File: src/rtl/psr_ram.sv
// Generic single-port-write, single-port-read RAM with registered read data.
`default_nettype none

module psr_ram #(
    parameter int WIDTH = 64,
    parameter int DEPTH = 64
) (
    input  wire logic                     clk,
    input  wire logic                     we,
    input  wire logic [$clog2(DEPTH)-1:0] waddr,
    input  wire logic [WIDTH-1:0]         wdata,
    input  wire logic                     re,
    input  wire logic [$clog2(DEPTH)-1:0] raddr,
    output      logic [WIDTH-1:0]         rdata
);

    logic [WIDTH-1:0] mem [DEPTH];

    always_ff @(posedge clk)
    begin
        if (we)
        begin
            mem[waddr] <= wdata;
        end
        if (re)
        begin
            rdata <= mem[raddr];
        end
    end

endmodule

`default_nettype wire

File: config.mk
export PLATFORM = sky130hd
export DESIGN_NAME = psr_ram
export DESIGN_NICKNAME = d
export VERILOG_FILES = /design/src/rtl/psr_ram.sv
export SDC_FILE = /design/constraint.sdc
export NUM_CORES = 2
export LEC_CHECK = 0
export BUFFER_PORTS_ARGS = -buffer_cell sky130_fd_sc_hd__buf_2
export CAP_MARGIN = 0
export CORE_MARGIN = 1.5
export CORE_UTILIZATION = 50
export CTS_CLUSTER_SIZE = 40
export DETAILED_ROUTE_END_ITERATION = 7
export HOLD_SLACK_MARGIN = 0.06
export PLACE_DENSITY = 0.69
export SLEW_MARGIN = 20
export SYNTH_ARGS = -nofsm -noshare
export SYNTH_HDL_FRONTEND = slang
export SYNTH_SLANG_ARGS = --single-unit
File: constraint.sdc
create_clock -name clk -period 6.5 [get_ports clk]
set_input_delay 1.3 -clock clk [delete_from_list [all_inputs] [get_ports clk]]
set_output_delay 1.3 -clock clk [all_outputs]
set_load 0.005 [all_outputs]
# ---- Word level (Yosys, flattened, before mapping)
# Memory sizes are Yosys's and may differ from the RTL's. A register that Yosys moved wholly into a read port is not among the register bits.
# Index checks and enable logic that the tools add are counted.
dict set report op_classes {
  n_addsub 0
  n_mul 0
  div_mod_pow 0
  order_cmp 0
  eq_ne 0
  shift 0
  n_mux 2
  n_bitwise 0
  n_reduce_logical 0
}
# cell n
set op_table {}
lappend op_table {{1-bit two-way mux} 2}
dict set report totals {
  register_bits 0
  latch_bits 0
  ram_bits 4096
  mem_bits_ro 0
  in_bits 79
  output_inout_bits 64
  word_cells 3
  mem_count 1
}
# memory depth width read_ports rd_ports_with_merged_regs write_ports line
set memory_table {}
lappend memory_table {mem 64 64 1 1 1 17} ;# logic [WIDTH-1:0] mem [DEPTH];

# ---- Longest topological paths before layout
dict set report logic_depth {
  ltp_word 2
  ltp_mapped 9
}

# ---- Worst setup path after synthesis
# OpenSTA, ideal clock, no wires.
dict set report synth_path {
  kind {input to register}
  from {input port waddr[3]}
  to {memory mem[48][0], enable pin}
  arrival_time_ns 6.172
  path_slack_ns -0.236
  path_stages 4
  path_buffers 1
  path_cell_list {clkbuf_1 > nor2b_1 > nand4b_1 > nor3_1}
}
# item line
set synth_rtl {}
lappend synth_rtl {{start, declared} 10} ;# input wire logic [$clog2(DEPTH)-1:0] waddr,
lappend synth_rtl {{end, declared} 17}
# No word-level cell before the write port.

==> flow_summary.toml <==
[logic_synthesis]
synth-seq-cells = 4160
ys_warn_count = 0
syn-cell-area_mm2 = 0.157
yosys.area_share.simple_pct = 1.23
synthMuxAreaShare_pct = 15.6
synth_nets = 6677
ys_types = 32
synth_compound_area_share_pct = 2.47
syn_avg_cell_area_um2 = 23.8
synth_xor_area_share_pct = 0
synth_fa_ha_area_share_pct = 0
yosysSeqAreaShare_pct = 79.6
syn_inst = 6598
synth_top_family_by_area = "multiplexers"

[sta]
maxSlewHeadroom_pct = 16.4
hold_viol_final = 0
finClkSkew_ps = 55.1
slew_viol_final = 0
rsz0062_at_grt = "false"
worst_pin_slew_ps = 1250
setup_tns_ps = 0
layout_setup_ws_ps = 2840
fmaxAchievable_ghz = 0.273
post-route-period-util_pct = 56.3
finalSetupViolations = 0
post-route-min-period_ps = 3660

[die]
fp.dieH_um = 563
num_rows = 205
core_area_mm2 = 0.312
dieArea_mm2 = 0.317
die_w_um = 563
ios = 143
start_util_pct = 50.3

[placement]
dp.cells = 10700
globalplace.congestion = 0.815
port_buffers = 142
placed_cell_area_mm2 = 0.164
dp_hpwl_um = 226000
dp_slack_ps = 1910

[power]
switchingPower_w = 0.0116
p_comb_share_pct = 4.4
leakage_nw = 55.1
internal_power_w = 0.0441
p_per_area_mw_per_mm2 = 314
clkPwrFrac_pct = 41.9
switching_share_pct = 20.8
sequentialPowerShare_pct = 53.6
peakVddDrop_uv = 277

[drt]
via_count = 76100
wl_per_cell_um = 36.4
drtIter0Drc = 10200
drt-pass1-iter-count = 6
routed_wl_um = 419000
via_per_inst = 6.62
drcViolationCount = 0
ant_nets = 0

[worst_setup_path]
crit_path_cell_trace = "buf_8 -> buf_4 -> buf_4 -> mux4_2 -> a22oi_1 -> nand3_1 -> and3_1"
cpMostUsedCell = "buf_4"
r2r_slack_ps = 4070
r2r_end = "rdata[18]"
slowest_delay_ps = 670
startpoint = "raddr[1]"
endpoint_kind = "flop"
cp-start-kind = "input port"
endpoint = "rdata[18]"
r2r_cells = 5
worstPathRequired_ps = 7150
crit_type = "in2reg"
worstPathMaxFanout = 63
reg2reg_from = "mem[13][18]"
cp_slowest_cell = "buf_4"
arrival_ps = 4310

[layout]
final_layout_size_suffix_gt1_share_pct = 28.2
fin_area_mm2 = 0.178
syn2layout_area_growth_pct = 13.1
nets = 7088
finalNonFillerCells = 11500

[global_route]
grt_pass1_wl_um = 587000
overflow = 0
antenna_found_initial = 41
grt_use_total_pct = 26.4
grt_pass1_vias = 76200
grt_max_degree = 107

[cts]
cts_setup_buffers = 0
cts.clk_slew.worst_paths_ps = 60
cts_root_buf = "clkbuf_16"
clock_latency_ps = 950
clkSinkCount = 4160
clockBufferDepth = 4
cts_resized = 0
htreeDepth = 5
tritoncts = "done"
cts_inserted_buffers = 407
hold_buffers = 0

[hold_path]
min_path_type = "in2reg"

[outcome]
status = "finished clean"

[flow_run]
max_cap_viol_count = 0
==> worst max-delay path, delay by kind of cell <==
family                 cells  cell delay [ps]
AOI/OAI and AO/OA          1              280
buffers and inverters      3             1730
muxes                      1              360
and+or+nand+nor            2              420
==> power by group through the flow <==
stage	Sequential, W	Combinational (W)	Clock [W]
finish	0.0299	0.00246	0.0234
global route	0.0299	0.00260	0.0246
CTS	0.0299	0.00247	0.0236
detailed placement	0.0305	0.00246	0
global placement	0.0304	0.00241	0
floorplan	0.0304	0.00138	0
==> cell usage after synthesis <==
master	number	area share (%)
nor2_1	112	0.27
a22o_1	88	0.49
clkbuf_1	140	0.33
a2bb2oi_1	19	0.11
a211oi_1	63	0.30
a31o_1	1	0.0056
nand3b_1	2	0.0096
a31oi_1	18	0.072
nand4b_1	1	0.0056
edfxtp_1	4160	80
inv_1	19	0.045
and3_1	64	0.26
nand3_1	45	0.14
nor3_1	2	0.0064
or3b_2	1	0.0056
buf_2	170	0.54
or2_2	28	0.11
a41oi_1	26	0.15
a22oi_1	168	0.80
nand2_1	58	0.14
o22ai_1	83	0.33
nand4_1	2	0.0080
and2_1	3	0.012
nor2b_1	28	0.11
nand2b_1	11	0.044
buf_4	34	0.16
mux2i_1	135	0.86
or3_1	29	0.12
buf_6	6	0.043
mux4_2	1024	15
o221ai_1	38	0.21
buf_1	20	0.048
==> cells by family after synthesis <==
logic type | after synthesis
multiplexers | 1159
AND/OR/NAND/NOR | 386
flip-flops | 4160
AO/OA/AOI/OAI | 504
buffers and inverters | 389
==> metrics by stage <==
| step | hold slack [ps] | power [W] | utilization [%] |
|---|---|---|---|
| detailed placement | 902 | 0.0329 | 52.6 |
| global placement | 897 | 0.0329 | 52.6 |
| floorplan | 865 | 0.0318 | - |
| global route | 788 | 0.0571 | 56.9 |
| CTS | 906 | 0.0559 | 56.8 |
| finish | 785 | 0.0557 | 56.9 |
==> cell type report <==
type,instances,area (µm²)
timing repair buffer,372,3390
clock inverter,241,2530
antenna,25,62.6
sequential,4160,125000
multi-input combinational,2049,30800
fill,21800,135000
clock buffer,491,10600
inverter,19,71.3
tap,4140,5180
==> sequential cells by signal (all words and copies together) (netlist names) <==
signal and flops:
mem 4096, rdata 64
==> layer usage <==
metal / vias to the layer above / track usage, % / share of wire, % / routed length, µm
met5: - / 0 / 0.022 / 91
met4: 14 / 9.45 / 3.8 / 16000
met3: 817 / 4.99 / 10 / 43600
met2: 4699 / 43.1 / 49 / 206000
met1: 41200 / 36.0 / 37 / 154000
li1: 29400 / - / - / -
==> worst min path at each step <==
stage | from | endpoint | slack, ps | cells after the start
after global routing | wdata[7] | mem[49][7] | 790 | 1
after detailed placement | mem[54][62] | rdata[62] | 900 | 4
final | wdata[7] | mem[52][7] | 780 | 1
after floorplan | mem[30][61] | rdata[61] | 860 | 4
after CTS | mem[36][30] | rdata[30] | 910 | 4
after global placement | mem[39][42] | rdata[42] | 900 | 4
==> layout by cell type (no fill, tap or decap), types with 3 or more instances in the layout <==
master / count
a211oi_1: 63
a22o_1: 88
a22oi_1: 168
a2bb2oi_1: 19
a31oi_1: 18
a41oi_1: 26
and3_1: 64
buf_12: 69
buf_2: 113
buf_4: 188
bufinv_16: 46
clkbuf_1: 79
clkbuf_16: 412
clkinv_1: 86
clkinv_16: 3
clkinv_2: 70
clkinv_8: 6
clkinvlp_4: 17
diode_2: 25
edfxtp_1: 4160
inv_1: 19
inv_16: 4
inv_6: 7
mux2i_1: 135
mux4_2: 1024
nand2_1: 56
nand2b_1: 9
nand3_1: 45
nor2_1: 47
nor2_4: 65
nor2b_1: 24
nor2b_4: 3
o221ai_1: 38
o22ai_1: 83
or2_2: 28
or3_1: 29
No activity file was read; power rests on OpenSTA's default activity.
