[config.mk]
export PLATFORM = sky130hd
export DESIGN_NAME = psr_mul
export DESIGN_NICKNAME = d
export VERILOG_FILES = /design/src/rtl/psr_pkg.sv /design/src/rtl/psr_mul.sv
export SDC_FILE = /design/constraint.sdc
export NUM_CORES = 2
export LEC_CHECK = 0
export ABC_CLOCK_PERIOD_IN_PS = 11250
export BUFFER_PORTS_ARGS = -buffer_cell sky130_fd_sc_hd__clkbuf_2
export CAP_MARGIN = 20
export CELL_PAD_IN_SITES_DETAIL_PLACEMENT = 1
export CELL_PAD_IN_SITES_GLOBAL_PLACEMENT = 1
export CORE_MARGIN = 10
export CORE_UTILIZATION = 43
export CTS_BUF_LIST = sky130_fd_sc_hd__clkbuf_16
export DETAILED_ROUTE_END_ITERATION = 8
export PLACE_DENSITY_LB_ADDON = 0.1
export SKIP_CTS_REPAIR_TIMING = 1
export SKIP_LAST_GASP = 1
export SYNTH_ARGS = -nofsm -noshare
export SYNTH_HDL_FRONTEND = slang
export SYNTH_SLANG_ARGS = --single-unit
[constraint.sdc]
create_clock -name clk -period 11.25 [get_ports clk]
set_input_delay 1.6875 -clock clk [delete_from_list [all_inputs] [get_ports clk]]
set_output_delay 1.6875 -clock clk [all_outputs]
set_load 0.005 [all_outputs]
[src/rtl/psr_pkg.sv]
// Shared constants, codes and types of the packed symmetric rank-1 update block.
`default_nettype none

package psr_pkg;

    localparam int MAX_ORDER    = 64;
    localparam int PACKED_DEPTH = MAX_ORDER * (MAX_ORDER + 1) / 2;
    localparam int DATA_W       = 64;
    localparam int ORDER_W      = $clog2(MAX_ORDER + 1);
    localparam int MAT_AW       = $clog2(PACKED_DEPTH);
    localparam int VEC_AW       = $clog2(MAX_ORDER);

    // configuration register indexes
    localparam logic [1:0] CFG_ALPHA = 2'd0;
    localparam logic [1:0] CFG_LOWER = 2'd1;
    localparam logic [1:0] CFG_SIZE  = 2'd2;

    typedef logic signed [DATA_W-1:0] word_t;

    typedef enum logic [1:0] {
        CMD_WR_MAT = 2'd0,
        CMD_WR_VEC = 2'd1,
        CMD_UPDATE = 2'd2,
        CMD_RD_MAT = 2'd3
    } cmd_t;

    typedef enum logic [3:0] {
        ST_IDLE,
        ST_MAT_RD,
        ST_COL_RD,
        ST_COL_CHK,
        ST_T_WAIT,
        ST_ENT_RD,
        ST_ENT_MUL,
        ST_ENT_WAIT
    } state_t;

    typedef struct packed {
        logic  start;
        word_t a;
        word_t b;
    } mul_req_t;

    typedef struct packed {
        logic  done;
        logic  sat;
        word_t product;
    } mul_rsp_t;

endpackage

`default_nettype wire

[src/rtl/psr_mul.sv]
// Multi-cycle signed Q31.32 multiplier: four 32x32 partial products, truncation, saturation.
`default_nettype none

module psr_mul (
    input  wire logic              clk,
    input  wire logic              rst_n,
    input  wire psr_pkg::mul_req_t req,
    output      psr_pkg::mul_rsp_t rsp
);

    localparam logic [2:0] STEP_PP_LAST = 3'd3;
    localparam logic [2:0] STEP_LAST    = 3'd5;

    logic         busy_reg, busy_next;
    logic [2:0]   step_reg, step_next;
    logic         done_reg, done_next;

    logic [63:0]  ma_reg, mb_reg;
    logic         neg_reg;
    logic [127:0] pp_reg;
    logic [127:0] acc_reg;
    logic         sat_reg;
    logic [63:0]  res_reg;

    logic [63:0]  ma_c, mb_c;
    logic [31:0]  op_x, op_y;
    logic [63:0]  pp_c;
    logic [127:0] pp_pos;
    logic [63:0]  mag_c, limit_c, mag_sat;
    logic         ovf_c;

    // magnitudes of the operands; the most negative value maps to 2^63
    assign ma_c = req.a[63] ? (~req.a + 64'd1) : req.a;
    assign mb_c = req.b[63] ? (~req.b + 64'd1) : req.b;

    always_comb
    begin
        unique case (step_reg)
            3'd0:
            begin
                op_x = ma_reg[31:0];
                op_y = mb_reg[31:0];
            end
            3'd1:
            begin
                op_x = ma_reg[31:0];
                op_y = mb_reg[63:32];
            end
            3'd2:
            begin
                op_x = ma_reg[63:32];
                op_y = mb_reg[31:0];
            end
            default:
            begin
                op_x = ma_reg[63:32];
                op_y = mb_reg[63:32];
            end
        endcase
        pp_c = {32'd0, op_x} * {32'd0, op_y};
        unique case (step_reg)
            3'd0:    pp_pos = {64'd0, pp_c};
            3'd1,
            3'd2:    pp_pos = {32'd0, pp_c, 32'd0};
            default: pp_pos = {pp_c, 64'd0};
        endcase
    end

    assign mag_c   = acc_reg[95:32];
    assign limit_c = {neg_reg, {63{~neg_reg}}};
    assign ovf_c   = (|acc_reg[127:96]) || (mag_c > limit_c);
    assign mag_sat = ovf_c ? limit_c : mag_c;

    always_comb
    begin
        busy_next = busy_reg;
        step_next = step_reg;
        done_next = 1'b0;
        if (req.start)
        begin
            busy_next = 1'b1;
            step_next = 3'd0;
        end
        else if (busy_reg)
        begin
            if (step_reg == STEP_LAST)
            begin
                busy_next = 1'b0;
                done_next = 1'b1;
            end
            else
            begin
                step_next = step_reg + 3'd1;
            end
        end
    end

    always_ff @(posedge clk or negedge rst_n)
    begin
        if (!rst_n)
        begin
            busy_reg <= 1'b0;
            step_reg <= 3'd0;
            done_reg <= 1'b0;
        end
        else
        begin
            busy_reg <= busy_next;
            step_reg <= step_next;
            done_reg <= done_next;
        end
    end

    always_ff @(posedge clk)
    begin
        if (req.start)
        begin
            ma_reg  <= ma_c;
            mb_reg  <= mb_c;
            neg_reg <= req.a[63] ^ req.b[63];
            acc_reg <= 128'd0;
        end
        else if (busy_reg)
        begin
            if (step_reg <= STEP_PP_LAST)
            begin
                pp_reg <= pp_pos;
            end
            // the partial product registered in the previous step is added to the accumulator in this one
            if (step_reg != 3'd0 && step_reg != STEP_LAST)
            begin
                acc_reg <= acc_reg + pp_reg;
            end
            if (step_reg == STEP_LAST)
            begin
                sat_reg <= ovf_c;
                res_reg <= neg_reg ? (~mag_sat + 64'd1) : mag_sat;
            end
        end
    end

    assign rsp.done    = done_reg;
    assign rsp.sat     = sat_reg;
    assign rsp.product = res_reg;

endmodule

`default_nettype wire
Yosys cells after proc, flatten, opt, wreduce, memory -nomap -nowiden
Cells that the tools add are included.

Input port bits: 131. Output and inout bits: 66. Register bits: 455.

Multiplexer cells: 16. $mul: 1. Magnitude comparators: 2. Eq/ne operators: 5. Add/subtract/negate cells: 5. Reductions and logical operators: 13. Bitwise operators: 6.

Operators with widths (count): 128-bit case mux with 2 select lines (1); 64-bit by 1-bit adder with 64-bit output (second input constant) (3); 64-bit NOT (3); 128-bit adder (1); 64-bit two-way mux (2); 63-bit two-way mux (2); 64-bit greater-than comparator (1); 32-bit by 32-bit multiplier with 64-bit output (1); 32-bit two-way mux (2); 32-bit OR reduction (1); 3-bit two-way mux (3); 1-bit two-way mux (6); 3-bit AND reduction (2); 2-bit OR reduction (3); 2-bit AND reduction (2); 3-bit by 1-bit adder with 3-bit output (second input constant) (1); 3-bit by 1-bit equality test with 1-bit output (second input constant) (1); 3-bit by 2-bit equality test with 1-bit output (second input constant) (1); 3-bit equality test (second input constant) (1); 3-bit by 2-bit <= comparator with 1-bit output (second input constant) (1); 3-bit logical NOT (1); 3-bit inequality test (second input constant) (1); 3-bit nonzero test (1); 2-bit inequality test (second input constant) (1); other kinds (5) (6).

Logic depth before layout (Yosys ltp)
Depth in word-level cells: 7. Depth in mapped cells: 35.

Worst setup path before layout
Ideal clock, no wire load.

Kind: reg2reg. Start point: reg step_reg[0]. End point: reg pp_reg[84], data pin. Cell stages (with the launch flop): 34. Arrival: 9.188 ns. Setup slack: 1.796 ns. Path buffers: 4. Required time: 10.984 ns. Cells stage by stage: dfrtp_1 > inv_1 > ha_1 > o21ai_0 > buf_1 > clkbuf_1 > mux2i_1 > clkbuf_1 > nor2_1 > fa_1 > inv_1 > fa_1 > fa_1 > fa_1 > inv_1 > fa_1 > inv_1 > fa_1 > inv_1 > fa_1 > fa_1 > ha_1 > clkbuf_1 > nand2_1 > nor3_1 > and3_1 > a211oi_1 > o41a_1 > o31a_1 > o21ai_0 > a221o_1 > a41oi_1 > xor2_1 > o21ai_0.

Word-level cells in the longest chain between the ends: 5.

RTL lines: from (decl) (line psr_mul.sv:15) `logic [2:0] step_reg, step_next;`; from (signal assigned) (line psr_mul.sv:109) `step_reg <= step_next;`; 3-bit by 1-bit equality test with 1-bit output (tied with other cells) (line psr_mul.sv:38, psr_mul.sv:61); 2-bit OR reduction (no line); 32-bit two-way mux (line psr_mul.sv:38) `unique case (step_reg)`; 32-bit by 32-bit multiplier with 64-bit output (line psr_mul.sv:60) `pp_c = {32'd0, op_x} * {32'd0, op_y};`; 128-bit case mux with 2 select lines (*) (line psr_mul.sv:61) `unique case (step_reg)`; net pp_pos[84] (line psr_mul.sv:28) `logic [127:0] pp_pos;`; to (signal assigned) (line psr_mul.sv:127) `pp_reg <= pp_pos;`; to (decl) (line psr_mul.sv:20) `logic [127:0] pp_reg;`.

The timed path passes the listed nets; every way through them passes the cells marked *. A chain may end at the register's enable or synchronous reset.

Worst setup path in the final report
Start point: reg step_reg[0]. End point: reg pp_reg[89], data pin.

Same word-level chain as after synthesis.

==> results.toml <==
[route]
num_vias = 52500
wl_per_cell_um = 26.4
drtIter0Drc = 3480
drcViolationCount = 0
viasPerCell = 5.78
wirelength_um = 240000
drt_pass1_iterations = 5
drtAntennaViolNets = 0

[layout]
multi_input_area_mm2 = 0.0458
layout_commonest_cell = "inv_1"
area_growth_pct = 8.27
seq_area_mm2 = 0.0124
layout_common_cells = "inv_1, fa_1, nand2_1"
final_cell_area_mm2 = 0.0680
drive_above_1_share_pct = 8.02
nNetsFinal = 8611
fillers = 17000

[worst_setup_path]
r2r_cells = 31
end_kind = "register"
path_class = "reg2reg"
worstSetupPathDepth = 31
startpoint_type = "register"
cp.required_ns = 11.60
critPathSlowestCell = "o21ai_4"
r2r-start = "step_reg[0]"
cp.buffers_inverters = 8
crit_top_cell = "fa_1"
crit_path_max_incr_delay_ns = 0.68
rrSetupSlack_ns = 0.35
critPathTopFamily = "adder cells"
critPathArrivalTime_ns = 11.25
reg2reg_to = "pp_reg[89]"
worstPathMaxFanout = 14

[synthesis]
synth-main-ff-cell = "edfxtp_1"
synthArstFlopShare_pct = 1.10
synth_mux_area_share_pct = 2.25
synth_fp_nets = 8575
yosys.area_share.simple_pct = 15.8
synth_fa_ha_area_share_pct = 37.8
synth_top_family_by_area = "adder cells"
synth_cells = 7085
yosysUniqueCellTypes = 87
synth_area_per_cell_um2 = 8.86
yosysSeqAreaShare_pct = 19.7
yosysWarnings = 0
synth_compound_area_share_pct = 12.5
synth_area_mm2 = 0.0628
synth_edf_count = 322
synth_xor_area_share_pct = 4.04
synth-seq-cells = 455

[clocking]
cts_max_level = 2
cts_buffer_depth = 3
clock_latency_ns = 0.71
numCtsBuffers = 54
cts_root_buffer = "clkbuf_16"
cts.sinks = 455
cts_tree = "yes"
clk_pin_slew_worst_paths_ns = 0.06

[sta]
hold_ws_ns = 0.458
max_slew_margin_pct = 17.5
hold_viol = 0
post-route-period-util_pct = 96.8
clock_skew_ns = 0.0716
worst-slew-pin-transition_ns = 1.23
fin_ws_ns = 0.355
rsz0062_at_grt = "false"
clock.fmax_mhz = 91.8
fin_setup_tns_ns = 0
fin_crit_ns = 10.90
setup_violations = 0
slew_viol_final = 0

[place]
hpwlAfterDp_um = 197000
pre_cts_slack_ns = 0.513
placed_area_mm2 = 0.0662
place.port_buffers = 196
globalplace.congestion = 0.961

[global_routing]
antenna_found_initial = 0
grt_pass1_vias = 56900
grt_pass1_wl_um = 364000
use_met1_pct = 36.9
grt_max_degree = 118
use_met3_pct = 4.56
grt_usage_pct = 29.4
grt_use_met2_pct = 49.4
busiest_layer = "met2"
grt_overflow_total = 0

[floorplanning]
start_util_pct = 43.2
die_area_mm2 = 0.162
die_h_um = 402
io_pins = 197
rows = 140
chipWidth_um = 402
coreArea_mm2 = 0.145

[min_path]
hold_end = "acc_reg[14]"
hold_depth = 2
hold_class = "reg2reg"
min_from = "acc_reg[14]"

[outcome]
status = "finished clean"

[job]
cap_violations = 0
synthesized netlist by cell type (all sizes together), types with 32 or more instances:
| cell | n | area, µm² |
|---|---|---|
| o21ai | 305 | 1530 |
| o22ai | 54 | 338 |
| mux2 | 63 | 713 |
| fa | 897 | 18000 |
| dfxtp | 128 | 2560 |
| a21oi | 371 | 1860 |
| xor2 | 71 | 622 |
| nor4 | 33 | 213 |
| ha | 462 | 5780 |
| nand3 | 67 | 335 |
| o21bai | 42 | 315 |
| nand2 | 874 | 3280 |
| or4 | 37 | 300 |
| nand4 | 97 | 607 |
| xnor2 | 219 | 1920 |
| nor3 | 77 | 390 |
| nor2 | 856 | 3210 |
| mux2i | 70 | 701 |
| edfxtp | 322 | 9670 |
| a21o | 152 | 1140 |
| o31ai | 68 | 524 |
| nand2b | 32 | 200 |
| or3 | 64 | 415 |
| inv | 949 | 3560 |
| clkbuf | 331 | 1240 |
stage by stage:
stage	util (%)	std cells
after floorplan	-	7085
after global placement	45.5	8975
after detailed placement	45.5	8976
after CTS	46.7	9077
after global routing	46.8	9083
final	46.8	9084
cell families after synthesis:
| logic type | after synthesis |
|---|---|
| xor+xnor | 290 |
| fa+ha+maj | 1359 |
| flops | 455 |
| compound gates | 1258 |
| buf+inv | 1309 |
| mux | 133 |
| simple gates | 2281 |
metal layers:
layer	up-vias	share of wire (%)
met5	-	0
met4	0	5.5
met3	418	5.6
met2	1569	47
met1	27000	42
li1	23500	-
worst min-delay path, cell delays in order (launching register included):
cell and delay (ns):
dfxtp_1 0.31, nand2_1 0.05, a21oi_1 0.05
area by class of cell:
class                      instances  share of cell area (%)
multi-input combinational       5321                    67.4
timing repair buffer             338                    3.08
clock buffer                      54                    1.99
antenna                            1                 0.00368
tap                             1917                    3.53
clock inverter                    47                   0.598
sequential                       455                    18.2
inverter                         951                    5.25
worst max path at each step:
stage                startpoint           to
global placement    step_reg[0]  pp_reg[121]
finish              step_reg[0]   pp_reg[89]
detailed placement  step_reg[0]  pp_reg[121]
global route        step_reg[0]   pp_reg[89]
CTS                 step_reg[0]   pp_reg[89]
floorplan           step_reg[0]   pp_reg[84]
Power is left out: the tool's default activity adds up to more than one toggle a clock period on the data nets, which glitch-free logic cannot reach.
